[src/sv/tcw_pkg.sv]
// Shared constants, codes and controller/datapath interface types for the text console writer.
`default_nettype none
package tcw_pkg;

  localparam int COLUMNS = 80;
  localparam int ROWS    = 25;
  localparam int CELLS   = ROWS * COLUMNS;

  localparam int ADDR_W  = $clog2(CELLS);
  localparam int COL_W   = $clog2(COLUMNS);
  localparam int ROW_W   = $clog2(ROWS);

  localparam int ACT_W   = 2;
  localparam int CHAR_W  = 8;
  localparam int COLOR_W = 8;
  localparam int INDEX_W = 11;
  localparam int POS_W   = 11;
  localparam int CELL_W  = COLOR_W + CHAR_W;

  localparam logic [ACT_W-1:0] ACT_PUT   = 2'd0;
  localparam logic [ACT_W-1:0] ACT_BACK  = 2'd1;
  localparam logic [ACT_W-1:0] ACT_CLEAR = 2'd2;
  localparam logic [ACT_W-1:0] ACT_READ  = 2'd3;

  localparam logic [CHAR_W-1:0]  CH_NEWLINE  = 8'h0A;
  localparam logic [CHAR_W-1:0]  CH_BLANK    = 8'h20;
  localparam logic [COLOR_W-1:0] RESET_COLOR = 8'h07;

  typedef struct packed {
    logic latch;
    logic put_char;
    logic back_step;
    logic line_next;
    logic home;
    logic cnt_bottom;
    logic fill_write;
    logic fill_reset_color;
    logic copy_read;
    logic set_scrolled;
    logic capture_read;
    logic load_out;
  } cmd_t;

  typedef struct packed {
    logic [ACT_W-1:0] action;
    logic             is_newline;
    logic             col_last;
    logic             col_zero;
    logic             row_last;
    logic             cnt_last;
    logic             copy_last;
    logic             out_hold;
  } status_t;

endpackage
`default_nettype wire

[src/sv/tcw_controller.sv]
// Controller state machine of the text console writer, sequencing each request through the datapath.
`default_nettype none
module tcw_controller (
  input  wire logic             clk,
  input  wire logic             rst,
  input  wire logic             in_valid,
  output logic                  in_stall,
  input  wire tcw_pkg::status_t status,
  output tcw_pkg::cmd_t         cmd
);

  typedef enum logic [3:0] {
    S_INIT,
    S_IDLE,
    S_EXEC,
    S_READ,
    S_LINE,
    S_COPY,
    S_FLUSH,
    S_FILL,
    S_FINISH
  } state_t;

  state_t state;
  state_t state_next;

  assign in_stall = (state != S_IDLE);

  always_comb begin
    cmd        = '0;
    state_next = state;
    case (state)
      S_INIT: begin
        cmd.fill_write       = 1'b1;
        cmd.fill_reset_color = 1'b1;
        if (status.cnt_last) begin
          state_next = S_IDLE;
        end
      end
      S_IDLE: begin
        if (in_valid) begin
          cmd.latch  = 1'b1;
          state_next = S_EXEC;
        end
      end
      S_EXEC: begin
        case (status.action)
          tcw_pkg::ACT_PUT: begin
            if (status.is_newline) begin
              state_next = S_LINE;
            end else begin
              cmd.put_char = 1'b1;
              state_next   = status.col_last ? S_LINE : S_FINISH;
            end
          end
          tcw_pkg::ACT_BACK: begin
            cmd.back_step = !status.col_zero;
            state_next    = S_FINISH;
          end
          tcw_pkg::ACT_CLEAR: begin
            cmd.home   = 1'b1;
            state_next = S_FILL;
          end
          tcw_pkg::ACT_READ: begin
            state_next = S_READ;
          end
          default: begin
            state_next = S_FINISH;
          end
        endcase
      end
      S_READ: begin
        cmd.capture_read = 1'b1;
        state_next       = S_FINISH;
      end
      S_LINE: begin
        cmd.line_next = 1'b1;
        if (status.row_last) begin
          cmd.set_scrolled = 1'b1;
          state_next       = S_COPY;
        end else begin
          state_next = S_FINISH;
        end
      end
      S_COPY: begin
        cmd.copy_read = 1'b1;
        if (status.copy_last) begin
          state_next = S_FLUSH;
        end
      end
      S_FLUSH: begin
        cmd.cnt_bottom = 1'b1;
        state_next     = S_FILL;
      end
      S_FILL: begin
        cmd.fill_write = 1'b1;
        if (status.cnt_last) begin
          state_next = S_FINISH;
        end
      end
      S_FINISH: begin
        if (!status.out_hold) begin
          cmd.load_out = 1'b1;
          state_next   = S_IDLE;
        end
      end
      default: begin
        state_next = S_IDLE;
      end
    endcase
  end

  always_ff @(posedge clk) begin
    if (rst) begin
      state <= S_INIT;
    end else begin
      state <= state_next;
    end
  end

endmodule
`default_nettype wire

[config.mk]
export PLATFORM = sky130hd
export DESIGN_NAME = tcw_controller
export DESIGN_NICKNAME = d
export VERILOG_FILES = /design/src/sv/tcw_pkg.sv /design/src/sv/tcw_controller.sv
export SDC_FILE = /design/constraint.sdc
export NUM_CORES = 1
export LEC_CHECK = 0
export BUFFER_PORTS_ARGS = -buffer_cell sky130_fd_sc_hd__buf_2
export CELL_PAD_IN_SITES_DETAIL_PLACEMENT = 0
export CELL_PAD_IN_SITES_GLOBAL_PLACEMENT = 1
export CORE_MARGIN = 4
export CORE_UTILIZATION = 27
export CTS_BUF_LIST = sky130_fd_sc_hd__clkbuf_16
export DETAILED_ROUTE_END_ITERATION = 7
export HOLD_SLACK_MARGIN = 0.05
export PLACE_DENSITY_LB_ADDON = 0.1
export SYNTH_ARGS = -nofsm -noshare
export SYNTH_HDL_FRONTEND = slang
export SYNTH_SLANG_ARGS = --single-unit
[constraint.sdc]
create_clock -name clk -period 1.7 [get_ports clk]
set_clock_uncertainty 0.2 [all_clocks]
set_input_delay 0.17 -clock clk [delete_from_list [all_inputs] [get_ports clk]]
set_output_delay 0.17 -clock clk [all_outputs]
set_load 0.02 [all_outputs]
* After elaboration in Yosys (flattened, before gate mapping)
Cells that the tools add are included.
Storage, ports and cells: output and inout port bits 13, register bits after elaboration 4
Operators by class: muxes and demuxes 28, reductions and logical operators 5, equal/unequal tests 17
Operator list (number):
- $pmux 4 s9 | 1
- $mux 4 | 8
- $mux 1 | 17
- $eq 4x3->1 const B | 4
- $pmux 4 s4 | 1
- $ne 2x2->1 const B | 5
- $eq 4x2->1 const B | 2
- $reduce_and 5->1 | 1
- $eq 2x2->1 const B | 2
- $eq 4x1->1 const B | 1
- $eq 4x4->1 const B | 1
- $logic_not 4->1 | 1
- $ne 4x1->1 const B | 1
- $eq 2x1->1 const B | 1
- $logic_not 2->1 | 1
- $mux 2 | 1
- $reduce_or 2->1 | 1
- $logic_not 1->1 | 1

* Depth between registers and ports, before layout
depth in word-level cells 4, mapped depth 6

* Worst setup path after synthesis
No wires, ideal clock.
path type register to output, start point register state[1], end point output cmd[0] in the netlist's numbering, buffers on the path 2, path slack -120 ps, stages on the path, launching flop included 5, arrival time 1450 ps, path through dfxtp_1 buf_6 or2_2 clkbuf_1 nor4_1
RTL lines:
- start: declaration | RTL line tcw_controller.sv:24 | state_t state;
- start signal: assignment | RTL line tcw_controller.sv:117 | state <= state_next;
- end: declaration | RTL line tcw_controller.sv:9 | output tcw_pkg::cmd_t cmd

==> flow_metrics.tcl <==
set metrics [dict create \
    status "finished, violations left" \
    violations "negative setup slack" \
    setup_ws_ns -0.127 \
    grtUsageMet2_pct 24.2 \
    core-area_um2 1520 \
    cp_data_required_time_ns 1.33 \
    finalCritPeriodShare_pct 107 \
    worstSkewPairLatency_ns 0.23 \
    drt_wl_total_um 1670 \
    cts_tree "built" \
    antenna_found_initial 0 \
    vias 619 \
    syn-cell-area_um2 437 \
    maxCapViolations 0 \
    avgViaCountPerCell 5.25 \
    synth_area_leaders "dfxtp_1, nor2_1, nor3_1" \
    startpoint_type "flip-flop" \
    ys_warn_count 0 \
    track_usage_pct 15.9 \
    tightest_slew_ns 0.284 \
    port_buffers 24 \
    clock_path_buffers 2 \
    die_w_um 48.2 \
    wire_per_inst_um 14.1 \
    regMostFlops "state" \
    clkTransAtPathRegs_ns 0.03 \
    gp_congestion 0.748 \
    drive_gt1_share_pct 69.6 \
    ant_nets 0 \
    initialDrtViolationCount 5 \
    yosysTopAreaCell "dfxtp_1" \
    synth_fp_nets 72 \
    firstDrtPassIters 4 \
    final_nets 116 \
    finalPower_w 0.00104 \
    synth_cells 60 \
    layoutNonFillerInstCount 118 \
    synth-seq-cells 4 \
    cp-end-kind "primary output" \
    path_max_fanout 3 \
    post-synth-top-count-cell "nor2_1" \
    leakagePower_nw 0.421 \
    grt_setup_unrepaired "true" \
    ys_top_cells_by_count "nor2_1, nand2_1, nor3_1" \
    grt_util_met3_pct 3.32 \
    grt_pass1_wl_um 2440 \
    gr-total-overflow 0 \
    area_delta_synth_final_pct 116 \
    die_area_um2 2320 \
    place_inst 106 \
    pre_cts_slack_ns -0.0113 \
    cp.arrival_ns 1.46 \
    dp_hpwl_um 1140 \
    max_slew_margin_pct 80.9 \
    peakVddDrop_uv 590 \
    grt_max_degree 7 \
    min_period_ns 1.83 \
    initial_core_util_pct 28.7 \
    cts.sinks 4 \
    diodes 0 \
    drv_slew 0 \
    grt-busiest-layer "met2" \
    met1_usage_pct 18.6 \
    grt_pass1_vias 569 \
    fill_cells 132 \
    worstHoldPathType "primary input to flip-flop" \
    die_h_um 48.2 \
    num_rows 14 \
    setup_viol 6 \
    syn_avg_cell_area_um2 7.28 \
    synth.distinct_cells 35 \
    ys_seq_area_share_pct 18.3 \
    synth-async-reset-ratio_pct 0 \
    max_freq_mhz 547 \
    drc 0 \
    finalHoldWorstSlack_ns 0.0903 \
    finalHoldViolations 0 \
    synth_top_area_share_pct 18.3 \
    critPathKind "flip-flop to primary output" \
    cts_buffers 3 \
    largestRegisters "state x4" \
    powerDensity_nw_per_um2 1100 \
    htreeDepth 1 \
    synth-edff-count 0 \
    final_util_pct 62.0 \
    ios 25 \
    clockRootBuffer "clkbuf_16" \
    synthFlopType "dfxtp_1" \
    largest_register_ffs 4 \
]
worst paths after layout:
| kind | start | endpoint | slack, ns | cells past startpoint |
|---|---|---|---|---|
| setup / recovery | state[0]$_SDFFE_PP0P_ | cmd[9] | -0.13 | 4 |
| hold / removal | status[5] | state[2]$_SDFFE_PP0P_ | 0.09 | 3 |
| setup reg to reg | state[0]$_SDFFE_PP0P_ | state[1]$_SDFFE_PP0P_ | -0.06 | 7 |
| hold reg to reg | state[1]$_SDFFE_PP0P_ | state[1]$_SDFFE_PP0P_ | 0.40 | 2 |
metal layers:
metal,vias to the layer above,routed length (um)
li1,306,-
met4,0,62
met5,-,0
met2,27,791
met1,279,710
met3,7,102
report_power, final:
| part | total (W) | internal [W] | switching (W) |
|---|---|---|---|
| combinational | 0.000531 | 0.000294 | 0.000237 |
| sequential | 0.000127 | 0.000110 | 0.0000172 |
| clock | 0.000379 | 0.000302 | 0.0000777 |
| total | 0.00104 | 0.000706 | 0.000331 |
logic make-up (layout without fill, tap and decap cells):
group	count (synthesis)	after routing	synth area share, %
flip-flops	4	4	18.3
buffers and inverters	6	48	8.02
AO/OA/AOI/OAI	11	11	19.8
multiplexers	3	3	7.16
AND/OR/NAND/NOR	36	36	46.7
worst max-delay path: stages (launching register included):
cell and delay, ns:
dfxtp_2 0.32, nand2b_4 0.14, or4_4 0.44, nor3b_2 0.17, buf_4 0.16
cell type report:
cell class	instances	area, um2	share of cell area, %
clock buffers	3	75.1	7.95
flip-flops and latches	4	90.1	9.54
inverters	1	3.75	0.397
repair buffers	44	333	35.2
multi-input cells	50	423	44.8
well taps	16	20.0	2.12
repair_timing:
item                                    CTS  global route
hold endpoints to repair                  4             0
pin swaps                                 4             7
setup buffers                             4             4
gates resized for setup                  15            27
hold buffers                              1             0
endpoints found under the setup margin   10            11
cells in the final DEF, fill, tap and decap left out, drive strengths merged, types with 2 or more instances in the layout:
cell / netlist / layout
nor4: 2 / 2
clkbuf: 2 / 3
a21oi: 2 / 2
nor2: 8 / 8
nor3: 5 / 5
and3: 3 / 3
nand2b: 2 / 2
nand2: 5 / 5
mux2i: 2 / 2
buf: 3 / 43
dfxtp: 4 / 4
nor2b: 2 / 2
per-stage QoR:
| step | cell area [um2] | TNS [ns] |
|---|---|---|
| 6_report | 945 | -0.384 |
| 4_1_cts | 808 | -0.276 |
| 5_1_grt | 945 | -0.746 |
| 2_1_floorplan | 455 | 0 |
| 3_5_place_dp | 647 | -0.0113 |
| 3_3_place_gp | 647 | 0 |
No activity file was read; power rests on OpenSTA's default activity.
